$ cat src/mldu_pkg.sv
// Package for the mouse-look direction unit: item structs, sequencer states,
// register indexes, reset values and the constant tables. No dependencies.
`timescale 1ns / 1ps
`default_nettype none

package mldu_pkg;

  // Defaults for the top-level parameters
  localparam int unsigned DEF_CORDIC_STEPS  = 16;
  localparam int unsigned DEF_DIR_FRAC_BITS = 14;

  // Configuration port
  localparam int unsigned CFG_IDX_W = 2;
  localparam logic [CFG_IDX_W-1:0] CFG_SENSITIVITY = CFG_IDX_W'(0);
  localparam logic [CFG_IDX_W-1:0] CFG_PITCH_LIMIT = CFG_IDX_W'(1);

  // Reset values
  localparam logic        [15:0] SENS_RESET    = 16'd6554;
  localparam logic        [14:0] PLIM_RESET    = 15'd22784;
  localparam logic signed [15:0] PREV_X_RESET  = 16'sd400;
  localparam logic signed [15:0] PREV_Y_RESET  = 16'sd300;
  localparam logic        [16:0] YAW_RESET     = 17'd69120;
  localparam logic signed [15:0] PITCH_RESET   = -16'sd23040;

  // Angles are in 1/256 degree
  localparam logic [14:0] PITCH_MAX        = 15'd23040;   // 90 degrees
  localparam logic [24:0] YAW_WRAP_OFFSET  = 25'd23592960; // 256 full turns
  localparam int unsigned ANG_DIV          = 45;
  localparam logic [16:0] RECIP_45         = 17'd93207;   // ceil(2^22 / 45)

  // CORDIC, Q2.30
  localparam logic signed [33:0] GAIN_Q30      = 34'sd652032874;
  localparam logic signed [32:0] QUARTER_TURN  = 33'sd1073741824;
  localparam logic signed [32:0] HALF_TURN     = 33'sd2147483648;
  localparam int unsigned        CORDIC_TBL_LEN = 24;

  localparam logic [29:0] ATAN_TBL [CORDIC_TBL_LEN] = '{
    30'd536870912, 30'd316933406, 30'd167458907, 30'd85004756, 30'd42667331,
    30'd21354465,  30'd10679838,  30'd5340245,   30'd2670163,  30'd1335087,
    30'd667544,    30'd333772,    30'd166886,    30'd83443,    30'd41722,
    30'd20861,     30'd10430,     30'd5215,      30'd2608,     30'd1304,
    30'd652,       30'd326,       30'd163,       30'd81
  };

  // Fraction part of a binary angle: round((rm * 2^24) / 360) for rm < 45,
  // with the multiple of 45 handled by the quotient bits.
  typedef logic [ANG_DIV-1:0][20:0] ba_frac_tbl_t;

  function automatic ba_frac_tbl_t ba_frac_build();
    ba_frac_tbl_t tbl;
    for (int i = 0; i < ANG_DIV; i++) begin
      tbl[i] = 21'((longint'(i) * 64'd2097152 + 64'd22) / ANG_DIV);
    end
    return tbl;
  endfunction

  localparam ba_frac_tbl_t BA_FRAC_TBL = ba_frac_build();

  typedef struct packed {
    logic signed [15:0] pointer_x;
    logic signed [15:0] pointer_y;
  } mldu_in_t;

  typedef struct packed {
    logic signed [15:0] dir_x;
    logic signed [15:0] dir_y;
    logic signed [15:0] dir_z;
    logic               pitch_clamped;
  } mldu_out_t;

  typedef enum logic [3:0] {
    ST_IDLE,
    ST_MUL_DX,
    ST_MUL_DY,
    ST_WRAP,
    ST_YAW,
    ST_ANG_P,
    ST_ANG_Y,
    ST_ROT_Y,
    ST_LOAD_P,
    ST_ROT_P,
    ST_MUL_X,
    ST_MUL_Z,
    ST_DONE
  } mldu_state_e;

endpackage

`default_nettype wire

$ cat src/mouse_look_direction_unit.sv
// Mouse-look direction unit: pointer samples in, unit view direction out.
// Depends on mldu_pkg. A new sample is taken only in idle, after the result of the
// last one has gone to the output register; each item makes two passes through
// the one CORDIC stage and uses the shared 32x32 multiplier.
// Reset: registers to defaults, yaw 270 deg, pitch -90 deg, first-sample flag
// set; no clearing pass, block is ready in the first cycle after reset.
`timescale 1ns / 1ps
`default_nettype none

module mouse_look_direction_unit import mldu_pkg::*; #(
  parameter int unsigned CORDIC_STEPS  = DEF_CORDIC_STEPS,
  parameter int unsigned DIR_FRAC_BITS = DEF_DIR_FRAC_BITS
) (
  input  wire logic                 clk_i,
  input  wire logic                 rst_ni,
  // sample channel
  input  wire logic                 in_valid_i,
  output logic                      in_ready_o,
  input  wire mldu_in_t             in_item_i,
  // direction channel
  output logic                      out_valid_o,
  input  wire logic                 out_ready_i,
  output mldu_out_t                 out_item_o,
  // register writes
  input  wire logic                 cfg_we_i,
  input  wire logic [CFG_IDX_W-1:0] cfg_idx_i,
  input  wire logic [15:0]          cfg_data_i
);

  localparam int unsigned STEP_W      = $clog2(CORDIC_STEPS);
  localparam int unsigned TBL_IDX_W   = $clog2(CORDIC_TBL_LEN);
  localparam int unsigned FIELD_SHIFT = 30 - DIR_FRAC_BITS;
  localparam logic signed [35:0] FIELD_RND = 36'((64'd1 << FIELD_SHIFT) >> 1);
  localparam logic signed [35:0] FIELD_LIM = 36'(64'd1 << DIR_FRAC_BITS);

  // Q2.30 to output field: round half up, saturate, keep 16 bits
  function automatic logic [15:0] to_field(logic signed [33:0] v);
    logic signed [35:0] w;
    w = (36'(v) + FIELD_RND) >>> FIELD_SHIFT;
    if (w > FIELD_LIM) begin
      w = FIELD_LIM;
    end else if (w < -FIELD_LIM) begin
      w = -FIELD_LIM;
    end
    return w[15:0];
  endfunction

  // ---------------------------------------------------------------------------
  // State
  // ---------------------------------------------------------------------------
  mldu_state_e state_q, state_d;

  // architectural state
  logic        [15:0] sens_q, sens_d;
  logic        [14:0] plim_q, plim_d;
  logic signed [15:0] prev_x_q, prev_x_d;
  logic signed [15:0] prev_y_q, prev_y_d;
  logic        [16:0] yaw_q, yaw_d;       // 0 .. 92159
  logic signed [15:0] pitch_q, pitch_d;
  logic               first_q, first_d;
  logic               out_valid_q, out_valid_d;

  // working registers
  logic signed [16:0] dx_q, dx_d;
  logic signed [16:0] dy_q, dy_d;
  logic        [24:0] wrap_q, wrap_d;     // yaw sum made non-negative
  logic               clamp_q, clamp_d;
  logic signed [32:0] ang_p_q, ang_p_d;   // pitch binary angle
  logic signed [33:0] x_q, x_d;
  logic signed [33:0] y_q, y_d;
  logic signed [32:0] z_q, z_d;
  logic               flip_q, flip_d;
  logic [STEP_W-1:0]  cnt_q, cnt_d;
  logic signed [31:0] cy_q, cy_d;
  logic signed [31:0] sy_q, sy_d;
  logic signed [31:0] cp_q, cp_d;
  logic        [15:0] dir_x_q, dir_x_d;
  logic        [15:0] dir_y_q, dir_y_d;
  logic signed [63:0] p_q, p_d;
  mldu_out_t          out_q, out_d;

  // ---------------------------------------------------------------------------
  // Shared multiplier, result registered in p_q
  // ---------------------------------------------------------------------------
  logic signed [31:0] mul_a, mul_b;
  assign p_d = mul_a * mul_b;

  // ---------------------------------------------------------------------------
  // Datapath pieces fed from p_q
  // ---------------------------------------------------------------------------
  logic signed [16:0] px, py;
  logic signed [63:0] prod_rnd;
  logic signed [25:0] delta;             // pixels * sensitivity, 1/256 deg
  logic signed [26:0] wrap_sum, wrap_adj;
  logic        [13:0] wrap_hi;
  logic        [7:0]  wrap_quo;
  logic        [13:0] wrap_rem;
  logic        [16:0] yaw_new;
  logic        [14:0] lim;
  logic signed [26:0] lim_s;
  logic signed [26:0] pitch_diff;
  logic        [15:0] pitch_mag;
  logic        [16:0] ba_mag;
  logic        [10:0] ba_quo;
  logic        [16:0] ba_rem_full;
  logic        [5:0]  ba_rem;
  logic        [31:0] ba_r;
  logic signed [32:0] ang_pitch, ang_yaw;
  logic signed [32:0] fold_in, fold_z;
  logic               fold_flip;
  logic signed [33:0] sh_x, sh_y;
  logic signed [32:0] atan_v;
  logic               rot_last;
  logic signed [33:0] rot_c, rot_s;
  logic signed [63:0] q30_rnd;
  logic signed [33:0] q30;

  assign px = 17'(in_item_i.pointer_x);
  assign py = 17'(in_item_i.pointer_y);

  // round half up then floor shift by 8
  assign prod_rnd = p_q + 64'sd128;
  assign delta    = prod_rnd[33:8];

  // yaw wrap: make the sum non-negative with 256 turns, then take it mod
  // 92160 = 45 * 2^11 via a reciprocal multiply on the upper bits
  assign wrap_sum = $signed({10'b0, yaw_q}) + 27'(delta);
  assign wrap_adj = wrap_sum[26] ? wrap_sum + $signed({2'b0, YAW_WRAP_OFFSET}) : wrap_sum;
  assign wrap_hi  = wrap_q[24:11];
  assign wrap_quo = p_q[29:22];
  assign wrap_rem = wrap_hi - 14'(14'(wrap_quo) * 14'(ANG_DIV));
  assign yaw_new  = {wrap_rem[5:0], wrap_q[10:0]};

  // pitch update and clamp; limits above 90 degrees act as 90
  assign lim        = (plim_q > PITCH_MAX) ? PITCH_MAX : plim_q;
  assign lim_s      = $signed({12'b0, lim});
  assign pitch_diff = 27'(pitch_q) - 27'(delta);
  assign pitch_mag  = pitch_q[15] ? 16'(-pitch_q) : pitch_q;

  // binary angle, 2^32 per turn: round(mag * 2^24 / 360)
  // = (mag div 45) << 21 + table(mag mod 45)
  assign ba_mag      = (state_q == ST_ANG_P) ? {1'b0, pitch_mag} : yaw_q;
  assign ba_quo      = p_q[32:22];
  assign ba_rem_full = ba_mag - 17'(17'(ba_quo) * 17'(ANG_DIV));
  assign ba_rem      = ba_rem_full[5:0];
  assign ba_r        = {ba_quo, BA_FRAC_TBL[ba_rem]};

  assign ang_pitch = pitch_q[15] ? -$signed({1'b0, ba_r}) : $signed({1'b0, ba_r});
  // yaw above half a turn maps to the negative side
  assign ang_yaw   = (ba_r > 32'h8000_0000) ? $signed({1'b1, ba_r}) : $signed({1'b0, ba_r});

  // fold into +/- a quarter turn, negate the result afterwards
  assign fold_in = (state_q == ST_LOAD_P) ? ang_p_q : ang_yaw;

  always_comb begin
    if (fold_in > QUARTER_TURN) begin
      fold_z    = fold_in - HALF_TURN;
      fold_flip = 1'b1;
    end else if (fold_in < -QUARTER_TURN) begin
      fold_z    = fold_in + HALF_TURN;
      fold_flip = 1'b1;
    end else begin
      fold_z    = fold_in;
      fold_flip = 1'b0;
    end
  end

  // one CORDIC micro-rotation per cycle, floor shifts
  assign sh_x     = x_q >>> cnt_q;
  assign sh_y     = y_q >>> cnt_q;
  assign atan_v   = $signed({3'b0, ATAN_TBL[TBL_IDX_W'(cnt_q)]});
  assign rot_last = (cnt_q == STEP_W'(CORDIC_STEPS - 1));
  assign rot_c    = flip_q ? -x_q : x_q;
  assign rot_s    = flip_q ? -y_q : y_q;

  // Q2.30 product back to Q2.30, half up
  assign q30_rnd = p_q + (64'sd1 <<< 29);
  assign q30     = q30_rnd[63:30];

  // ---------------------------------------------------------------------------
  // Sequencer
  // ---------------------------------------------------------------------------
  always_comb begin
    state_d     = state_q;
    sens_d      = sens_q;
    plim_d      = plim_q;
    prev_x_d    = prev_x_q;
    prev_y_d    = prev_y_q;
    yaw_d       = yaw_q;
    pitch_d     = pitch_q;
    first_d     = first_q;
    out_valid_d = out_valid_q;
    dx_d        = dx_q;
    dy_d        = dy_q;
    wrap_d      = wrap_q;
    clamp_d     = clamp_q;
    ang_p_d     = ang_p_q;
    x_d         = x_q;
    y_d         = y_q;
    z_d         = z_q;
    flip_d      = flip_q;
    cnt_d       = cnt_q;
    cy_d        = cy_q;
    sy_d        = sy_q;
    cp_d        = cp_q;
    dir_x_d     = dir_x_q;
    dir_y_d     = dir_y_q;
    out_d       = out_q;
    mul_a       = '0;
    mul_b       = '0;
    in_ready_o  = 1'b0;

    if (cfg_we_i) begin
      unique case (cfg_idx_i)
        CFG_SENSITIVITY: sens_d = cfg_data_i;
        CFG_PITCH_LIMIT: plim_d = cfg_data_i[14:0];
        default: ;
      endcase
    end

    if (out_valid_q && out_ready_i) begin
      out_valid_d = 1'b0;
    end

    unique case (state_q)
      ST_IDLE: begin
        in_ready_o = 1'b1;
        if (in_valid_i) begin
          // first sample after reset has zero deltas
          dx_d     = first_q ? '0 : px - 17'(prev_x_q);
          dy_d     = first_q ? '0 : py - 17'(prev_y_q);
          prev_x_d = in_item_i.pointer_x;
          prev_y_d = in_item_i.pointer_y;
          first_d  = 1'b0;
          state_d  = ST_MUL_DX;
        end
      end

      ST_MUL_DX: begin
        mul_a   = 32'(dx_q);
        mul_b   = $signed({16'b0, sens_q});
        state_d = ST_MUL_DY;
      end

      ST_MUL_DY: begin
        mul_a   = 32'(dy_q);
        mul_b   = $signed({16'b0, sens_q});
        wrap_d  = wrap_adj[24:0];
        state_d = ST_WRAP;
      end

      ST_WRAP: begin
        mul_a = $signed({18'b0, wrap_hi});
        mul_b = $signed({15'b0, RECIP_45});
        if (pitch_diff > lim_s) begin
          pitch_d = $signed({1'b0, lim});
          clamp_d = 1'b1;
        end else if (pitch_diff < -lim_s) begin
          pitch_d = -$signed({1'b0, lim});
          clamp_d = 1'b1;
        end else begin
          pitch_d = pitch_diff[15:0];
          clamp_d = 1'b0;
        end
        state_d = ST_YAW;
      end

      ST_YAW: begin
        yaw_d   = yaw_new;
        mul_a   = $signed({16'b0, pitch_mag});
        mul_b   = $signed({15'b0, RECIP_45});
        state_d = ST_ANG_P;
      end

      ST_ANG_P: begin
        ang_p_d = ang_pitch;
        mul_a   = $signed({15'b0, yaw_q});
        mul_b   = $signed({15'b0, RECIP_45});
        state_d = ST_ANG_Y;
      end

      ST_ANG_Y: begin
        x_d     = GAIN_Q30;
        y_d     = '0;
        z_d     = fold_z;
        flip_d  = fold_flip;
        cnt_d   = '0;
        state_d = ST_ROT_Y;
      end

      ST_ROT_Y, ST_ROT_P: begin
        if (!z_q[32]) begin
          x_d = x_q - sh_y;
          y_d = y_q + sh_x;
          z_d = z_q - atan_v;
        end else begin
          x_d = x_q + sh_y;
          y_d = y_q - sh_x;
          z_d = z_q + atan_v;
        end
        cnt_d = cnt_q + STEP_W'(1);
        if (rot_last) begin
          state_d = (state_q == ST_ROT_Y) ? ST_LOAD_P : ST_MUL_X;
        end
      end

      ST_LOAD_P: begin
        cy_d    = rot_c[31:0];
        sy_d    = rot_s[31:0];
        x_d     = GAIN_Q30;
        y_d     = '0;
        z_d     = fold_z;
        flip_d  = fold_flip;
        cnt_d   = '0;
        state_d = ST_ROT_P;
      end

      ST_MUL_X: begin
        cp_d    = rot_c[31:0];
        dir_y_d = to_field(rot_s);
        mul_a   = cy_q;
        mul_b   = rot_c[31:0];
        state_d = ST_MUL_Z;
      end

      ST_MUL_Z: begin
        dir_x_d = to_field(q30);
        mul_a   = sy_q;
        mul_b   = cp_q;
        state_d = ST_DONE;
      end

      ST_DONE: begin
        // hold the z product while the output register is still full
        mul_a = sy_q;
        mul_b = cp_q;
        if (!out_valid_q || out_ready_i) begin
          out_d.dir_x         = dir_x_q;
          out_d.dir_y         = dir_y_q;
          out_d.dir_z         = to_field(q30);
          out_d.pitch_clamped = clamp_q;
          out_valid_d         = 1'b1;
          state_d             = ST_IDLE;
        end
      end

      default: state_d = ST_IDLE;
    endcase
  end

  // ---------------------------------------------------------------------------
  // Registers
  // ---------------------------------------------------------------------------
  always_ff @(posedge clk_i or negedge rst_ni) begin
    if (!rst_ni) begin
      state_q     <= ST_IDLE;
      sens_q      <= SENS_RESET;
      plim_q      <= PLIM_RESET;
      prev_x_q    <= PREV_X_RESET;
      prev_y_q    <= PREV_Y_RESET;
      yaw_q       <= YAW_RESET;
      pitch_q     <= PITCH_RESET;
      first_q     <= 1'b1;
      out_valid_q <= 1'b0;
    end else begin
      state_q     <= state_d;
      sens_q      <= sens_d;
      plim_q      <= plim_d;
      prev_x_q    <= prev_x_d;
      prev_y_q    <= prev_y_d;
      yaw_q       <= yaw_d;
      pitch_q     <= pitch_d;
      first_q     <= first_d;
      out_valid_q <= out_valid_d;
    end
  end

  always_ff @(posedge clk_i) begin
    dx_q    <= dx_d;
    dy_q    <= dy_d;
    wrap_q  <= wrap_d;
    clamp_q <= clamp_d;
    ang_p_q <= ang_p_d;
    x_q     <= x_d;
    y_q     <= y_d;
    z_q     <= z_d;
    flip_q  <= flip_d;
    cnt_q   <= cnt_d;
    cy_q    <= cy_d;
    sy_q    <= sy_d;
    cp_q    <= cp_d;
    dir_x_q <= dir_x_d;
    dir_y_q <= dir_y_d;
    p_q     <= p_d;
    out_q   <= out_d;
  end

  assign out_valid_o = out_valid_q;
  assign out_item_o  = out_q;

endmodule

`default_nettype wire

$ cat config.mk
export PLATFORM = sky130hd
export DESIGN_NAME = mouse_look_direction_unit
export DESIGN_NICKNAME = d
export VERILOG_FILES = /design/src/mldu_pkg.sv /design/src/mouse_look_direction_unit.sv
export SDC_FILE = /design/constraint.sdc
export NUM_CORES = 2
export LEC_CHECK = 0
export BUFFER_PORTS_ARGS = -buffer_cell sky130_fd_sc_hd__buf_2
export CORE_MARGIN = 2
export CORE_UTILIZATION = 35
export CTS_BUF_LIST = sky130_fd_sc_hd__clkbuf_8
export DETAILED_ROUTE_END_ITERATION = 8
export PLACE_DENSITY = 0.59
export SLEW_MARGIN = 10
export SYNTH_ARGS = -nofsm -noshare
export SYNTH_HDL_FRONTEND = slang
export SYNTH_SLANG_ARGS = --single-unit
$ cat constraint.sdc
create_clock -name clk_i -period 22.4 [get_ports clk_i]
set_input_delay 2.24 -clock clk_i [delete_from_list [all_inputs] [get_ports clk_i]]
set_output_delay 2.24 -clock clk_i [all_outputs]
set_load 0.02 [all_outputs]
-- Yosys cells after proc, flatten, opt, wreduce, memory -nomap -nowiden
Memory sizes are Yosys's and may differ from the RTL's.
Cells that the tools add are included.
W data, S select, Z words.
- shifts and indexed selects: 2
- equal/unequal tests: 17
- bitwise operators: 1
- multiplexer cells: 39
- add/sub/neg operators: 26
- reductions and logical operators: 17
- $lt $le $gt $ge: 12
- multiply operators: 3
- operators by type and width (operator ; number):
    $pmux W32 S7 ; 1
    $mux W33 ; 5
    $pmux W34 S2 ; 2
    $pmux W32 S4 ; 1
    $mux W34 ; 3
    $mux W16 ; 6
    $add A34 B17 Y35 const B ; 2
    $add A34 B34 Y34 ; 2
    $sshr A34 B4 Y34 ; 2
    $sub A34 B34 Y34 ; 2
    $pmux W33 S2 ; 1
    $add A64 B31 Y64 const B ; 1
    $mul A32 B32 Y64 ; 1
    $mux W32 ; 2
    $mux W30 ; 2
    $pmux W4 S12 ; 1
    $gt A19 B16 Y1 const B ; 2
    $lt A19 B15 Y1 const B ; 2
    $add A34 B9 Y34 const B ; 1
    $neg A34 Y34 ; 1
    $sub A16 B16 Y17 ; 2
    $add A33 B31 Y33 ; 1
    $add A33 B33 Y33 const B ; 1
    $gt A33 B32 Y1 const B ; 1
    46 further kinds ; 72
- bits in registers: 542
- input bits: 55
- logic and storage cells: 150
- memory bits (read-only): 2304
- memories kept: 2
- output and inout port bits: 51
- memory list (name ; words ; bits a word ; read ports ; clocked after memory_dff ; wr ports ; line ; text):
    (name not given) ; 64 ; 21 ; 1 ; 0 ; 0 ; mouse_look_direction_unit.sv:146 ; assign ba_r = {ba_quo, BA_FRAC_TBL[ba_rem]};
    (name not given) ; 32 ; 30 ; 1 ; 0 ; 0 ; mouse_look_direction_unit.sv:171 ; assign atan_v = $signed({3'b0, ATAN_TBL[TBL_IDX_W'(cnt_q)]});

-- Longest topological paths before layout
- depth after elaboration: 13
- gate-level depth with buffers: 40
- gate-level depth less buffers: 37

-- Worst setup path before layout
No wires, ideal clock.
- kind: register to register
- start: register state_q[1]
- end: register p_q[63]
- stages on the path, launching flop included: 34
- period minus slack after synthesis: 11014 ps
- slack: 11386 ps
- data required time: 22328 ps
- path buffers: 4
- library setup time: 72 ps
- data arrival time: 10942 ps
- cells stage by stage: dfrtp_1 -> buf_2 -> buf_1 -> nand2b_1 -> nor2_1 -> a22o_1 -> clkbuf_1 -> a221o_1 -> clkbuf_1 -> nand2_1 -> inv_1 -> fa_1 -> fa_1 -> fa_1 -> fa_1 -> fa_1 -> inv_1 -> fa_1 -> fa_1 -> fa_1 -> inv_1 -> ha_1 -> a21o_1 -> a21o_1 -> a21oi_1 -> o21bai_1 -> a21oi_1 -> and3_1 -> a31oi_1 -> or4_1 -> a31o_1 -> a2111o_1 -> a31oi_2 -> xnor2_1
- longest elaborated chain between the ends: 4
- elaborated cells on any way between the ends: 14
- classes of those cells: 1 x mul; 8 x eq/ne; 2 x mux; 3 x reduce/logical
- RTL lines (item ; line ; text):
    start, declared ; mouse_look_direction_unit.sv:51 ; mldu_state_e state_q, state_d;
    start signal, assigned ; mouse_look_direction_unit.sv:366 ; state_q <= state_d;
    $eq A4 B4 Y1, or another cell as far along ; mouse_look_direction_unit.sv:225 ; unique case (state_q)
    $reduce_or A2 Y1 (no source line) or $reduce_or A3 Y1 (tied branches) ; n/a ;
    $pmux W32 S7 or $pmux W32 S4 (tied branches) ; mouse_look_direction_unit.sv:225 ;
    $mul A32 B32 Y64 (*) ; mouse_look_direction_unit.sv:86 ; assign p_d = mul_a * mul_b;
    net p_d[63] ; mouse_look_direction_unit.sv:79 ; logic signed [63:0] p_q, p_d;
    end signal, assigned ; mouse_look_direction_unit.sv:394 ; p_q <= p_d;
    end, declared ; mouse_look_direction_unit.sv:79 ;
The timed path passes the listed nets; every way through them passes the cells marked *.
A chain may end at the register's enable or synchronous reset.

-- Worst setup path in the final report
- start: register state_q[0]
- end: register p_q[57]
Same word-level chain as after synthesis.

==> results.txt <==
- Top_reg_cell synth: sky130_fd_sc_hd__edfxtp_1
- Total CTS buffers: 95
- The first global-routing pass estimated 372,500 um of wire.
- In this run the most used layer during global routing was met2.
- Number of register bits inferred by synthesis: 535
* Async S/R FF share, synth: 19.07%
- Post-route DRC: 0
- CP startpoint kind: register
- Slowest stage cell on the critical path: sky130_fd_sc_hd__a211o_1
- CTS tree: done
- Number of vias per cell after detailed routing: 5.399
* Clock root buffer: sky130_fd_sc_hd__clkbuf_8
- Input and output buffers added on the ports amount to 105.
- The first detailed-routing pass took 6 iterations.
- Final #Nets: 9,723
- The count of final max-slew check failures is 0.
* Post-CTS clock slew at the launch and capture registers of the worst setup and hold paths: 0.07 ns
- Post-synth EDFFs: 376
- Nature of the critical path endpoint: register
- Clock H-tree levels: 3
* Initial DRC count: 5,571
- Setup slack on the worst reg-to-reg path comes out at 9.57 ns.
* Total of warnings raised by yosys: 0
* Number of distinct standard cells referenced by the synthesized netlist: 108
* Count of instances resized after the clock tree is built: 0
* Cells after Synth: between 8k and 9k
- Largest net degree at the start of global routing: 98
- Vias post-DR: 59.60k
* Count leader, synth: sky130_fd_sc_hd__inv_1
- After clock tree synthesis, the setup repair step added 0 buffers.
* Maximum clock insertion buffer count: 3
* Data arrival time of the critical path: 13.52 ns
- Of all nets on the critical path, the largest fanout is 62.
- Cell type with the highest aggregate area in the netlist: sky130_fd_sc_hd__fa_1
* Final wirelength: 241,500 um
* Number of failing hold endpoints at the final stage: 0
- Total of max-cap violations: 0
* Initial antenna violation count: 3
- The worst hold path belongs to the class reg -> reg.
- Ratio of cells with drive above 1 in the final layout: under 10%
- Summing every instance area after synthesis gives 74,970 sq um.
- During I/O placement, the number of pins put on the boundary was around 110.
- Average size of a mapped cell: 9.165 sq um
- Row generation in the floorplan step produced 169 rows.
* Kind of cell with the highest combined delay on the critical path: adder cells
* Critical Path Max Stage Delay: a little under 1 ns
- Met1 Use GR: 30.02%
* Critical path data required time: 23.08 ns
- After legalization and detailed placement, the total HPWL measured ~180,000 um.
* Final setup vio count: 0
- By count the netlist is led by 1,264 x sky130_fd_sc_hd__inv_1, 1,154 x sky130_fd_sc_hd__nand2_1, 1,091 x sky130_fd_sc_hd__fa_1.
- Die Y-Extent: 466.8 um
* Post-Syn Nets: 9,768
* Width of the chip: 466.8 um
* Critical setup path kind: reg -> reg
- Fill cells in the final layout number 21.28k.
* Cells taking the most area after synthesis: sky130_fd_sc_hd__fa_1 29%, sky130_fd_sc_hd__edfxtp_1 15%, sky130_fd_sc_hd__ha_1 7.4%
* Final RePlAce weighted congestion: between 0.9 and 1
- The die covers 217,900 sq um.
* Antenna violation net count after detailed routing: 0
- Adding up every negative setup slack in the final design gives 0 ns.
- In this run the tightest slew margin relative to its limit is approximately 15%.
- Top cell type's share of synthesized area: 29.13%
- For this configuration, the core starts out at a cell density of 35.28%.
* Final period demand of the worst path: 12.83 ns
* Worst clock skew on the final layout: 0.1138 ns
- At the pin with the least slew margin, the transition time is 1.275 ns.
* Total global routing overflow: 0
* Detailed-route wire length per cell: 21.88 um
- Compared with the post-synthesis result, the final layout area differs by 8.077%.
- Dividing the final minimum period by the clock period gives 57.30%.
* RSZ-0062 raised after global routing: no
- Buffers inserted to repair hold after CTS numbered 0.
- Met2 usage: 35.47%
* Placeable core region: 212,500 sq um
- Worst-Skew Late Latency: ~0.87 ns
* Run status: finished clean
* Highest attainable clock frequency: 0.07791 GHz
- Via count of the first global-routing pass: 61.32k
* Met3 routing resource usage after global routing: 4.152%
- GRT Resource Usage Total: between 20% and 30%
- CTS sink count: between 500 and 600
- Together, buffers and inverters on the worst path number 11.
- Fraction of the yosys area taken by sequential cells: 20.03%
## metal layers
layer  up-vias  routed length [um]
met1     30092              100100
met5         -                   0
met3       452               20930
met2      2482              109700
met4         0               10840
li1      26570                   -
## kinds of logic after synthesis
logic type	synth area share [%]
buf+inv	8.359
fa+ha+maj	36.51
flops	20.03
compound gates	10.51
simple gates	14.80
xor+xnor	5.758
mux	4.039
## stage by stage
stage	cells	worst slack, ns	instance area, sq um	hold slack [ns]	utilization [%]
after floorplan	8180	11.39	74970	0.4003	-
after global placement	10859	9.825	78810	0.4030	37.08
after detailed placement	10859	9.623	78810	0.4045	37.08
after CTS	11035	9.613	81010	0.4177	38.12
after global routing	11039	9.033	81030	0.4238	38.13
final	11039	9.565	81030	0.4184	38.13
## final timing paths
kind	from	endpoint	depth (start not counted)
setup / recovery	state_q[0]	p_q[57]	36
hold / removal	dir_x_q[0]	out_item_o[33]	0
setup reg to reg	state_q[0]	p_q[57]	36
hold reg to reg	dir_x_q[0]	out_item_o[33]	0
max in group asynchronous	rst_ni	plim_q[0]	2
min in group asynchronous	rst_ni	yaw_q[12]	1
## state kept, by name (all words and copies together) (netlist names), 16 cells and up
name and count:
ang_p_q 33, cp_q 32, cy_q 32, dir_x_q 16, dir_y_q 16, dx_q 17, dy_q 17, out_item_o 49
p_q 57, pitch_q 16, prev_x_q 16, prev_y_q 16, sens_q 16, sy_q 32, wrap_q 25, x_q 34
y_q 34, yaw_q 17, z_q 33
## cells in the final DEF, fill, tap and decap left out, types with 60 or more instances in the layout
master / instances
sky130_fd_sc_hd__inv_1: 1281
sky130_fd_sc_hd__nand2_1: 1153
sky130_fd_sc_hd__fa_1: 1090
sky130_fd_sc_hd__nor2_1: 710
sky130_fd_sc_hd__ha_1: 442
sky130_fd_sc_hd__edfxtp_1: 376
sky130_fd_sc_hd__a21oi_1: 298
sky130_fd_sc_hd__xnor2_1: 295
sky130_fd_sc_hd__o21ai_0: 287
sky130_fd_sc_hd__xor2_1: 189
sky130_fd_sc_hd__buf_4: 140
sky130_fd_sc_hd__nand3_1: 122
sky130_fd_sc_hd__nor3_1: 109
sky130_fd_sc_hd__clkbuf_8: 107
sky130_fd_sc_hd__buf_2: 104
sky130_fd_sc_hd__a21o_1: 96
sky130_fd_sc_hd__mux2i_1: 88
sky130_fd_sc_hd__dfrtp_1: 75
sky130_fd_sc_hd__mux2_2: 69
sky130_fd_sc_hd__a31oi_1: 62
sky130_fd_sc_hd__and2_1: 60
sky130_fd_sc_hd__o21a_1: 60
## final cells by class
type / instances / area [sq um] / share of cell area [%]
antenna: 4 / 10.01 / 0.01235
clock buffer: 107 / 1473 / 1.817
clock inverter: 69 / 729.5 / 0.9002
inverter: 1271 / 4776 / 5.894
multi-input combinational: 5988 / 53920 / 66.55
sequential: 535 / 15020 / 18.53
tap: 2821 / 3530 / 4.356
timing repair buffer: 244 / 1572 / 1.939
## worst register-to-register path, delay by kind of cell, from the launching register on
family	cells	cell delay, ns
compound gates	9	3.81
xor+xnor	1	0.15
fa+ha+maj	9	4.43
buf+inv	11	1.92
flops	1	0.72
simple gates	6	1.70
Power is left out: the tool's default activity adds up to more than one toggle a clock period on the data nets, which glitch-free logic cannot reach.
